## config.mk

```make
export PLATFORM = sky130hd
export DESIGN_NAME = http_request_byte_parser
export DESIGN_NICKNAME = d
export VERILOG_FILES = /design/src/rtl/core/hrbp_pkg.sv /design/src/rtl/core/http_request_byte_parser.sv /design/src/rtl/core/hrbp_line_check.sv
export SDC_FILE = /design/constraint.sdc
export NUM_CORES = 1
export LEC_CHECK = 0
export BUFFER_PORTS_ARGS = -buffer_cell sky130_fd_sc_hd__clkbuf_2
export CORE_ASPECT_RATIO = 1.75
export CORE_MARGIN = 2
export CORE_UTILIZATION = 57
export CTS_BUF_LIST = sky130_fd_sc_hd__clkbuf_16
export DETAILED_ROUTE_END_ITERATION = 8
export MAX_ROUTING_LAYER = met4
export PLACE_DENSITY = 0.81
export SETUP_SLACK_MARGIN = 0.3
export SLEW_MARGIN = 0
export SYNTH_ARGS = -nofsm -noshare
export SYNTH_HDL_FRONTEND = slang
export SYNTH_HIERARCHICAL = 1
export SYNTH_SLANG_ARGS = --single-unit
```

## constraint.sdc

```tcl
create_clock -name clk -period 3.7 [get_ports clk]
set_clock_uncertainty 0.1 [all_clocks]
set_input_delay 0.74 -clock clk [delete_from_list [all_inputs] [get_ports clk]]
set_output_delay 0.74 -clock clk [all_outputs]
set_load 0.005 [all_outputs]
```

## src/rtl/core/hrbp_pkg.sv

```systemverilog
// ----------------------------------------------------------------------------
// hrbp_pkg: shared types and constants of the http request byte parser
// line store size, beat codes, header keys and the check handshake structs
// ----------------------------------------------------------------------------
`default_nettype none

package hrbp_pkg;

  localparam int LINE_MAX = 64;
  localparam int ADDR_W   = $clog2(LINE_MAX);
  localparam int LEN_W    = $clog2(LINE_MAX + 1);

  localparam logic [15:0] TIMEOUT_RESET = 16'd1000;

  localparam logic [1:0] MODE_BYTE    = 2'd0;
  localparam logic [1:0] MODE_TICK    = 2'd1;
  localparam logic [1:0] MODE_RESTART = 2'd2;

  localparam logic [2:0] TK_NONE        = 3'd0;
  localparam logic [2:0] TK_METHOD_CHAR = 3'd1;
  localparam logic [2:0] TK_PATH_CHAR   = 3'd2;
  localparam logic [2:0] TK_VER_CHAR    = 3'd3;
  localparam logic [2:0] TK_BODY_CHAR   = 3'd4;
  localparam logic [2:0] TK_METHOD_END  = 3'd5;
  localparam logic [2:0] TK_PATH_END    = 3'd6;
  localparam logic [2:0] TK_VER_END     = 3'd7;

  localparam logic [7:0] CH_SP    = 8'h20;
  localparam logic [7:0] CH_CR    = 8'h0D;
  localparam logic [7:0] CH_LF    = 8'h0A;
  localparam logic [7:0] CH_PLUS  = 8'h2B;
  localparam logic [7:0] CH_MINUS = 8'h2D;
  localparam logic [7:0] CH_ZERO  = 8'h30;
  localparam logic [7:0] CH_NINE  = 8'h39;

  localparam int TYPE_KEY_LEN = 13;
  localparam int LEN_KEY_LEN  = 15;

  localparam logic [7:0] TYPE_KEY [16] = '{
    "C", "o", "n", "t", "e", "n", "t", "-", "T", "y", "p", "e", ":",
    8'h00, 8'h00, 8'h00
  };

  localparam logic [7:0] LEN_KEY [16] = '{
    "C", "o", "n", "t", "e", "n", "t", "-", "L", "e", "n", "g", "t", "h", ":",
    8'h00
  };

  localparam logic [7:0] JSON_WORD [16] = '{
    "a", "p", "p", "l", "i", "c", "a", "t", "i", "o", "n", "/", "j", "s", "o", "n"
  };

  typedef struct packed {
    logic              en;
    logic [ADDR_W-1:0] addr;
    logic [7:0]        data;
  } line_wr_t;

  typedef struct packed {
    logic             start;
    logic [LEN_W-1:0] len;
  } chk_req_t;

  typedef struct packed {
    logic        done;
    logic        type_bad;
    logic        len_hit;
    logic [15:0] len_val;
  } chk_res_t;

  function automatic logic is_blank(input logic [7:0] c);
    return (c == CH_SP) || (c >= 8'd9 && c <= 8'd13);
  endfunction

  function automatic logic is_digit(input logic [7:0] c);
    return (c >= CH_ZERO) && (c <= CH_NINE);
  endfunction

endpackage

`default_nettype wire

```

## src/rtl/core/http_request_byte_parser.sv

```systemverilog
// ----------------------------------------------------------------------------
// http_request_byte_parser: byte serial http request parser
// tags request line characters, checks headers and passes the body through
//
// input beats: tuser is the mode (byte, tick, restart), tdata the byte.
// every input beat gives exactly one output beat: a token kind in tuser,
// and char, done, valid flag and content length in tdata.
// for most beats the result is registered the cycle after acceptance and
// the next beat can be taken in that same cycle.
// a CR that ends a non-empty header line starts a walk of the line store,
// one byte per cycle through the check unit; tready stays low until the
// check unit returns its result.
// a stalled output holds its beat; tready drops until it is taken.
// reset clears the parser to the start of a request and sets the idle
// timeout to 1000 ticks; a restart beat does the same but keeps the timeout.
// cfg_we writes the idle timeout; use it only while the parser is idle (not enforced).
// ----------------------------------------------------------------------------
`default_nettype none

module http_request_byte_parser import hrbp_pkg::*; (
  input  wire logic        clk,
  input  wire logic        rst,
  input  wire logic        cfg_we,
  input  wire logic [15:0] cfg_wdata,
  input  wire logic        s_axis_tvalid,
  output logic             s_axis_tready,
  input  wire logic [7:0]  s_axis_tdata,   // data_byte
  input  wire logic [1:0]  s_axis_tuser,   // mode
  output logic             m_axis_tvalid,
  input  wire logic        m_axis_tready,
  output logic [31:0]      m_axis_tdata,   // char_out, done_res, request_valid,
                                           // content_length, zero pad
  output logic [2:0]       m_axis_tuser    // token_kind
);

  typedef enum logic [2:0] {
    PH_METHOD, PH_PATH, PH_VERSION, PH_VERSION_LF, PH_HEADER, PH_HEADER_LF, PH_BODY
  } phase_t;

  typedef enum logic {CS_READY, CS_WALK} cstate_t;

  logic [15:0]      timeout;
  cstate_t          cs, cs_next;
  phase_t           phase, phase_next;
  logic [LEN_W-1:0] line_len, line_len_next;
  logic             hdr_end, hdr_end_next;
  logic [15:0]      body_cnt, body_cnt_next;
  logic [15:0]      length_val, length_val_next;
  logic [15:0]      idle_cnt, idle_cnt_next;
  logic             fin, fin_next;
  logic             vflag, vflag_next;

  logic             out_vld, out_vld_next;
  logic [2:0]       out_kind, out_kind_next;
  logic [7:0]       out_char, out_char_next;
  logic             out_done, out_done_next;
  logic             out_ok, out_ok_next;
  logic [15:0]      out_len, out_len_next;

  logic             s_fire;
  logic             load;
  logic [2:0]       kind;
  logic [7:0]       ch;
  logic [7:0]       c;
  logic [15:0]      idle_inc;

  line_wr_t         wr;
  chk_req_t         req;
  chk_res_t         res;

  hrbp_line_check u_check (
    .clk (clk),
    .rst (rst),
    .wr  (wr),
    .req (req),
    .res (res)
  );

  assign c             = s_axis_tdata;
  assign s_axis_tready = (cs == CS_READY) && (!out_vld || m_axis_tready);
  assign s_fire        = s_axis_tvalid && s_axis_tready;
  assign idle_inc      = (idle_cnt != 16'hFFFF) ? idle_cnt + 16'd1 : idle_cnt;

  always_comb begin
    cs_next         = cs;
    phase_next      = phase;
    line_len_next   = line_len;
    hdr_end_next    = hdr_end;
    body_cnt_next   = body_cnt;
    length_val_next = length_val;
    idle_cnt_next   = idle_cnt;
    fin_next        = fin;
    vflag_next      = vflag;
    out_vld_next    = out_vld && !m_axis_tready;
    out_kind_next   = out_kind;
    out_char_next   = out_char;
    out_done_next   = out_done;
    out_ok_next     = out_ok;
    out_len_next    = out_len;
    wr.en           = 1'b0;
    wr.addr         = line_len[ADDR_W-1:0];
    wr.data         = c;
    req.start       = 1'b0;
    req.len         = line_len;
    load            = 1'b0;
    kind            = TK_NONE;
    ch              = 8'd0;

    if (cs == CS_READY && s_fire) begin
      load = 1'b1;
      unique case (s_axis_tuser)
        MODE_RESTART: begin
          phase_next      = PH_METHOD;
          line_len_next   = '0;
          hdr_end_next    = 1'b0;
          body_cnt_next   = '0;
          length_val_next = '0;
          idle_cnt_next   = '0;
          fin_next        = 1'b0;
          vflag_next      = 1'b1;
        end
        MODE_TICK: begin
          if (!fin) begin
            idle_cnt_next = idle_inc;
            if (idle_inc >= timeout) begin
              vflag_next = 1'b0;
              fin_next   = 1'b1;
            end
          end
        end
        MODE_BYTE: begin
          if (!fin) begin
            idle_cnt_next = '0;
            unique case (phase)
              PH_METHOD: begin
                if (c == CH_SP) begin
                  kind       = TK_METHOD_END;
                  phase_next = PH_PATH;
                end else begin
                  kind = TK_METHOD_CHAR;
                  ch   = c;
                end
              end
              PH_PATH: begin
                if (c == CH_SP) begin
                  kind       = TK_PATH_END;
                  phase_next = PH_VERSION;
                end else begin
                  kind = TK_PATH_CHAR;
                  ch   = c;
                end
              end
              PH_VERSION: begin
                if (c == CH_CR) begin
                  kind       = TK_VER_END;
                  phase_next = PH_VERSION_LF;
                end else begin
                  kind = TK_VER_CHAR;
                  ch   = c;
                end
              end
              PH_VERSION_LF: begin
                if (c == CH_LF) begin
                  line_len_next = '0;
                  phase_next    = PH_HEADER;
                end
              end
              PH_HEADER: begin
                if (c == CH_CR) begin
                  if (line_len == '0) begin
                    hdr_end_next = 1'b1;
                    phase_next   = PH_HEADER_LF;
                  end else begin
                    req.start = 1'b1;
                    load      = 1'b0;
                    cs_next   = CS_WALK;
                  end
                end else if (line_len < LEN_W'(LINE_MAX)) begin
                  wr.en         = 1'b1;
                  line_len_next = line_len + LEN_W'(1);
                end
              end
              PH_HEADER_LF: begin
                if (c == CH_LF) begin
                  if (hdr_end) begin
                    phase_next = PH_BODY;
                    if (length_val == 16'd0) begin
                      fin_next = 1'b1;
                    end
                  end else begin
                    phase_next = PH_HEADER;
                  end
                end
              end
              PH_BODY: begin
                if (body_cnt < length_val) begin
                  kind          = TK_BODY_CHAR;
                  ch            = c;
                  body_cnt_next = body_cnt + 16'd1;
                end
                if (body_cnt_next >= length_val) begin
                  fin_next = 1'b1;
                end
              end
              default: ;
            endcase
          end
        end
        default: ;
      endcase
    end else if (cs == CS_WALK && res.done) begin
      load    = 1'b1;
      cs_next = CS_READY;
      if (res.type_bad) begin
        vflag_next = 1'b0;
        fin_next   = 1'b1;
      end else begin
        if (res.len_hit) begin
          length_val_next = res.len_val;
        end
        line_len_next = '0;
        phase_next    = PH_HEADER_LF;
      end
    end

    if (load) begin
      out_vld_next  = 1'b1;
      out_kind_next = kind;
      out_char_next = ch;
      out_done_next = fin_next;
      out_ok_next   = vflag_next;
      out_len_next  = length_val_next;
    end
  end

  always_ff @(posedge clk) begin
    if (rst) begin
      timeout    <= TIMEOUT_RESET;
      cs         <= CS_READY;
      phase      <= PH_METHOD;
      line_len   <= '0;
      hdr_end    <= 1'b0;
      body_cnt   <= '0;
      length_val <= '0;
      idle_cnt   <= '0;
      fin        <= 1'b0;
      vflag      <= 1'b1;
      out_vld    <= 1'b0;
    end else begin
      if (cfg_we) begin
        timeout <= cfg_wdata;
      end
      cs         <= cs_next;
      phase      <= phase_next;
      line_len   <= line_len_next;
      hdr_end    <= hdr_end_next;
      body_cnt   <= body_cnt_next;
      length_val <= length_val_next;
      idle_cnt   <= idle_cnt_next;
      fin        <= fin_next;
      vflag      <= vflag_next;
      out_vld    <= out_vld_next;
    end
    out_kind <= out_kind_next;
    out_char <= out_char_next;
    out_done <= out_done_next;
    out_ok   <= out_ok_next;
    out_len  <= out_len_next;
  end

  assign m_axis_tvalid = out_vld;
  assign m_axis_tuser  = out_kind;
  assign m_axis_tdata  = {6'd0, out_len, out_ok, out_done, out_char};

endmodule

`default_nettype wire

```

## src/rtl/core/hrbp_line_check.sv

```systemverilog
// ----------------------------------------------------------------------------
// hrbp_line_check: header line store and line check walker
// stores one header line and walks it a byte per cycle to check content type
// and parse content length
// ----------------------------------------------------------------------------
`default_nettype none

module hrbp_line_check import hrbp_pkg::*; (
  input  wire logic     clk,
  input  wire logic     rst,
  input  wire line_wr_t wr,
  input  wire chk_req_t req,
  output chk_res_t      res
);

  typedef enum logic {C_IDLE, C_WALK} cstate_t;
  typedef enum logic [1:0] {T_SKIP, T_MATCH, T_TAIL} tstate_t;
  typedef enum logic [1:0] {L_SKIP, L_DIG, L_STOP} lstate_t;

  logic [7:0]       mem [LINE_MAX];
  logic [7:0]       rdata;

  cstate_t          state;
  logic [LEN_W-1:0] len;
  logic [LEN_W-1:0] idx;
  logic [LEN_W-1:0] pidx;
  logic             pend;

  logic             tpre, tpre_next;
  tstate_t          tst, tst_next;
  logic [3:0]       tj, tj_next;
  logic             tbad, tbad_next;

  logic             lpre, lpre_next;
  lstate_t          lst, lst_next;
  logic             neg, neg_next;
  logic             any, any_next;
  logic [15:0]      val, val_next;
  logic [19:0]      acc;

  always_ff @(posedge clk) begin
    if (wr.en) begin
      mem[wr.addr] <= wr.data;
    end
    rdata <= mem[idx[ADDR_W-1:0]];
  end

  // per byte checks
  always_comb begin
    tpre_next = tpre;
    tst_next  = tst;
    tj_next   = tj;
    tbad_next = tbad;
    lpre_next = lpre;
    lst_next  = lst;
    neg_next  = neg;
    any_next  = any;
    val_next  = val;
    acc = 20'({val, 3'b000}) + 20'({val, 1'b0}) + 20'(rdata[3:0]);

    if (pidx < LEN_W'(TYPE_KEY_LEN)) begin
      tpre_next = tpre && (rdata == TYPE_KEY[pidx[3:0]]);
    end else begin
      unique case (tst)
        T_SKIP: begin
          if (!is_blank(rdata)) begin
            if (rdata == JSON_WORD[0]) begin
              tj_next  = 4'd1;
              tst_next = T_MATCH;
            end else begin
              tbad_next = 1'b1;
            end
          end
        end
        T_MATCH: begin
          if (rdata == JSON_WORD[tj]) begin
            if (tj == 4'd15) begin
              tst_next = T_TAIL;
            end else begin
              tj_next = tj + 4'd1;
            end
          end else begin
            tbad_next = 1'b1;
          end
        end
        T_TAIL: begin
          if (!is_blank(rdata)) begin
            tbad_next = 1'b1;
          end
        end
        default: tbad_next = 1'b1;
      endcase
    end

    if (pidx < LEN_W'(LEN_KEY_LEN)) begin
      lpre_next = lpre && (rdata == LEN_KEY[pidx[3:0]]);
    end else begin
      unique case (lst)
        L_SKIP: begin
          if (rdata == CH_PLUS || rdata == CH_MINUS) begin
            neg_next = (rdata == CH_MINUS);
            lst_next = L_DIG;
          end else if (is_digit(rdata)) begin
            val_next = (acc > 20'd65535) ? 16'hFFFF : acc[15:0];
            any_next = 1'b1;
            lst_next = L_DIG;
          end else if (!is_blank(rdata)) begin
            lst_next = L_STOP;
          end
        end
        L_DIG: begin
          if (is_digit(rdata)) begin
            val_next = (acc > 20'd65535) ? 16'hFFFF : acc[15:0];
            any_next = 1'b1;
          end else begin
            lst_next = L_STOP;
          end
        end
        L_STOP: ;
        default: lst_next = L_STOP;
      endcase
    end
  end

  always_ff @(posedge clk) begin
    if (rst) begin
      state    <= C_IDLE;
      pend     <= 1'b0;
      res.done <= 1'b0;
    end else begin
      res.done <= 1'b0;
      unique case (state)
        C_IDLE: begin
          if (req.start) begin
            len   <= req.len;
            idx   <= '0;
            pidx  <= '0;
            pend  <= 1'b0;
            tpre  <= 1'b1;
            tst   <= T_SKIP;
            tj    <= '0;
            tbad  <= 1'b0;
            lpre  <= 1'b1;
            lst   <= L_SKIP;
            neg   <= 1'b0;
            any   <= 1'b0;
            val   <= '0;
            state <= C_WALK;
          end
        end
        C_WALK: begin
          if (pend) begin
            tpre <= tpre_next;
            tst  <= tst_next;
            tj   <= tj_next;
            tbad <= tbad_next;
            lpre <= lpre_next;
            lst  <= lst_next;
            neg  <= neg_next;
            any  <= any_next;
            val  <= val_next;
          end
          if (idx < len) begin
            pidx <= idx;
            idx  <= idx + LEN_W'(1);
            pend <= 1'b1;
          end else begin
            pend <= 1'b0;
          end
          if (idx == len && !pend) begin
            res.done     <= 1'b1;
            res.type_bad <= tpre && (len >= LEN_W'(TYPE_KEY_LEN)) &&
                            (tbad || tst != T_TAIL);
            res.len_hit  <= lpre && (len >= LEN_W'(LEN_KEY_LEN));
            res.len_val  <= (any && !neg) ? val : 16'd0;
            state        <= C_IDLE;
          end
        end
        default: state <= C_IDLE;
      endcase
    end
  end

endmodule

`default_nettype wire
```

==> flow_metrics.tcl <==
set metrics [dict create \
    grt-busiest-layer "met2" \
    tightest_slew_ns 1.163 \
    design_area_sq_um 36290 \
    yosys_register_bits 699 \
    portBuffers 61 \
    p_clk_share_pct 39.9 \
    swShare_pct 20.63 \
    fin_setup_tns_ns 0 \
    wl_per_cell_um 27.02 \
    cts.sinks 699 \
    drtIter0Drc 1907 \
    crit_path_end "fin" \
    preCtsSetupSlack_ns -0.1455 \
    finalCriticalPeriod_ns 3.641 \
    die_x_um 181.9 \
    synth_cell_type_count 82 \
    combPwrFrac_pct 2.6 \
    cts_root_buf "clkbuf_16" \
    yosysWarnings 6 \
    cts_tree "done" \
    grt_pass1_wl_mm 121.9 \
    max-clock-path-buffers 3 \
    outcome "finished clean" \
    reg2reg_from "length_val[9]" \
    rows 114 \
    core-area_sq_um 55060 \
    async_flop_share_pct 0 \
    power_switching_mw 3.083 \
    synth_top_area_share_pct 57.93 \
    ys_top_cells_by_area "edfxtp_1 (58%), mux4_2 (12%), dfxtp_1 (5.7%)" \
    rr_worst_depth 15 \
    path_clk_slew_ns 0.07 \
    drive_gt1_share_pct 27.73 \
    die_area_sq_um 57350 \
    via_count 19880 \
    r2r_end "fin" \
    place_congestion 0.9277 \
    hold_buffers 0 \
    p_int_mw 11.86 \
    r2r_setup_slack_ns 0.06 \
    htreeDepth 2 \
    endpoint_kind "register" \
    rsz0062_at_grt "yes" \
    setup_viol_count_final 0 \
    worst_slack_ns 0.05859 \
    critPathMaxFanout 6 \
    die_y_um 315.3 \
    cts_buffers 57 \
    firstDrtPassIters 5 \
    vias_per_cell 6.515 \
    synthCells 2098 \
    clock_latency_ns 0.63 \
    relSlewSlack_pct 21.85 \
    seqPwrFrac_pct 57.5 \
    synth_area_per_cell_sq_um 15.05 \
    p_leak_nw 12.69 \
    yosysTopAreaCell "edfxtp_1" \
    initial_core_util_pct 57.33 \
    critical_path_class "register to register" \
    synth_edf_count 609 \
    fin_crit_sh_pct 98.42 \
    synth_ff_type "edfxtp_1" \
    clock.fmax_mhz 274.6 \
    worstPathRequired_ns 4.10 \
    start_kind "register" \
    fillers 3621 \
    use_met1_pct 30.00 \
    wl_mm 82.44 \
    ys_seq_area_share_pct 63.64 \
    grt_max_degree 132 \
    dpl_cell_area_sq_um 33660 \
    power_density_nw_per_um2 411.8 \
    postRouteAntennaNets 0 \
    hp-class "primary input to register" \
    syn2layout_area_growth_pct 14.96 \
    met2_usage_pct 53.56 \
    arrival_ns 4.04 \
    setup.worst_path.start "length_val[9]" \
    max-cap-violations 0 \
    grt_usage_pct 29.46 \
    synthesis.area_sq_um 31570 \
    pin_count 68 \
    hold_viol 0 \
    grt-ovfl-total 0 \
    drc 0 \
    antenna_found_initial 3 \
    place_hpwl_mm 54.57 \
    grtUsageMet3_pct 3.731 \
    layout.nets 2450 \
    grt_pass1_vias 20190 \
    peakVddDrop_mv 0.4828 \
    drv_slew 0 \
]
through the flow:
stage          hold slack (ns)  utilization, %  power [mW]  cells
2_1_floorplan           0.3503               -       8.910   2103
3_3_place_gp            0.3774           61.14       9.113   2909
3_5_place_dp            0.3879           61.14       9.129   2909
4_1_cts                 0.2362           65.09       15.02   3022
5_1_grt                 0.2615           65.90       15.32   3049
6_report                0.2576           65.91       14.94   3051
worst max-delay path: stages, from the launching register on:
cell	delay (ns)
dfxtp_2	0.34
inv_2	0.05
ha_4	0.23
a21o_1	0.19
a21oi_2	0.15
nor3b_2	0.08
nor3_4	0.27
nand2_4	0.11
or4_4	0.55
xnor2_2	0.16
ha_1	0.33
a21o_1	0.17
a211oi_2	0.20
a21oi_2	0.11
o31a_1	0.30
and2_1	0.16
area by class of cell:
cell class / count / area [sq um] / share of cell area [%]
sequential: 699 / 20120 / 55.45
multi-input combinational: 1210 / 11290 / 31.12
timing repair buffer: 261 / 1876 / 5.168
clock buffer: 57 / 1426 / 3.931
tap: 696 / 870.8 / 2.400
clock inverter: 43 / 389.1 / 1.072
inverter: 81 / 304.0 / 0.8378
antenna: 4 / 10.01 / 0.02758
power groups by stage:
stage	Clock, mW	Sequential (mW)	Combinational (mW)
final	5.96	8.59	0.396
after global routing	6.31	8.58	0.426
after CTS	6.05	8.59	0.380
after detailed placement	0	8.76	0.366
after global placement	0	8.76	0.350
after floorplan	0	8.76	0.150
worst min-delay path by stage:
| stage | cells after the start | slack, ns | from | to |
|---|---|---|---|---|
| 6_report | 3 | 0.26 | cfg_wdata[3] | timeout[3] |
| 5_1_grt | 3 | 0.26 | cfg_wdata[3] | timeout[3] |
| 4_1_cts | 3 | 0.24 | cfg_wdata[3] | timeout[3] |
| 3_5_place_dp | 2 | 0.39 | timeout[2] | timeout[2] |
| 3_3_place_gp | 2 | 0.38 | timeout[3] | timeout[3] |
| 2_1_floorplan | 0 | 0.35 | u_check/state | u_check/tbad |
cells by family (layout without fill, tap and decap cells):
kind of cell | count (synthesis) | after routing | synth area share [%]
AOI/OAI and AO/OA | 307 | 307 | 6.286
xor gates and xnor gates | 65 | 65 | 1.803
adders and majority gates | 109 | 109 | 4.368
buffers and inverters | 194 | 442 | 2.560
DFF | 699 | 699 | 63.64
muxes | 186 | 186 | 12.69
other | 1 | 10 | 0.01188
and+or+nand+nor | 537 | 537 | 8.637
sequential cells by signal, summed over array words and instances (netlist names), 3 cells and up:
register	cells
m_axis_tuser	3
u_check/res	19
u_check/idx	7
line_len	7
u_check/len	7
phase	3
u_check/val	16
out_char	8
u_check/rdata	8
timeout	16
idle_cnt	16
out_len	16
u_check/mem	512
body_cnt	16
length_val	16
u_check/tj	4
u_check/pidx	7
synthesized netlist by cell type (21+ instances only):
cell type / n
inv_1: 81
xor2_1: 23
buf_4: 21
edfxtp_1: 609
nand4_1: 21
nor2_1: 143
nor3_1: 55
a21oi_1: 94
clkbuf_1: 76
ha_1: 107
nand2b_1: 23
xnor2_1: 42
mux4_2: 171
dfxtp_1: 90
o21ai_0: 63
nand3_1: 49
and2_1: 50
nand2_1: 98
layout by cell type (no fill, tap or decap), drive strengths merged, types with 5 or more instances in the layout:
cell type	n
o211ai	15
nor3	56
and2	51
or3	12
a31o	6
buf	200
nand4	21
nand2b	23
a21oi	94
edfxtp	609
nor2	144
mux2i	11
clkbuf	118
and3	15
a31oi	11
nand3	49
conb	6
nor4	18
a21o	17
mux4	171
clkinv	17
o21ai	64
bufinv	5
ha	107
nand2	98
a22o	17
a211oi	8
nand3b	6
o31ai	7
xor2	23
or4	9
xnor2	42
a32oi	7
dfxtp	90
nor2b	14
inv	100
o21a	14
repair_timing:
action / in CTS / in global routing
buffers inserted: 13 / 24
cloned: 0 / 1
gates resized for setup: 62 / 59
hold endpoints to repair: 0 / 0
setup endpoints to repair: 20 / 20
pin swaps: 25 / 42
metal layers:
layer	wire length [um]	up-vias
li1	-	8579
met1	26690	9990
met2	45100	986
met3	4566	323
met4	6087	0
met5	0	-
(Power assumes the default switching activity.)
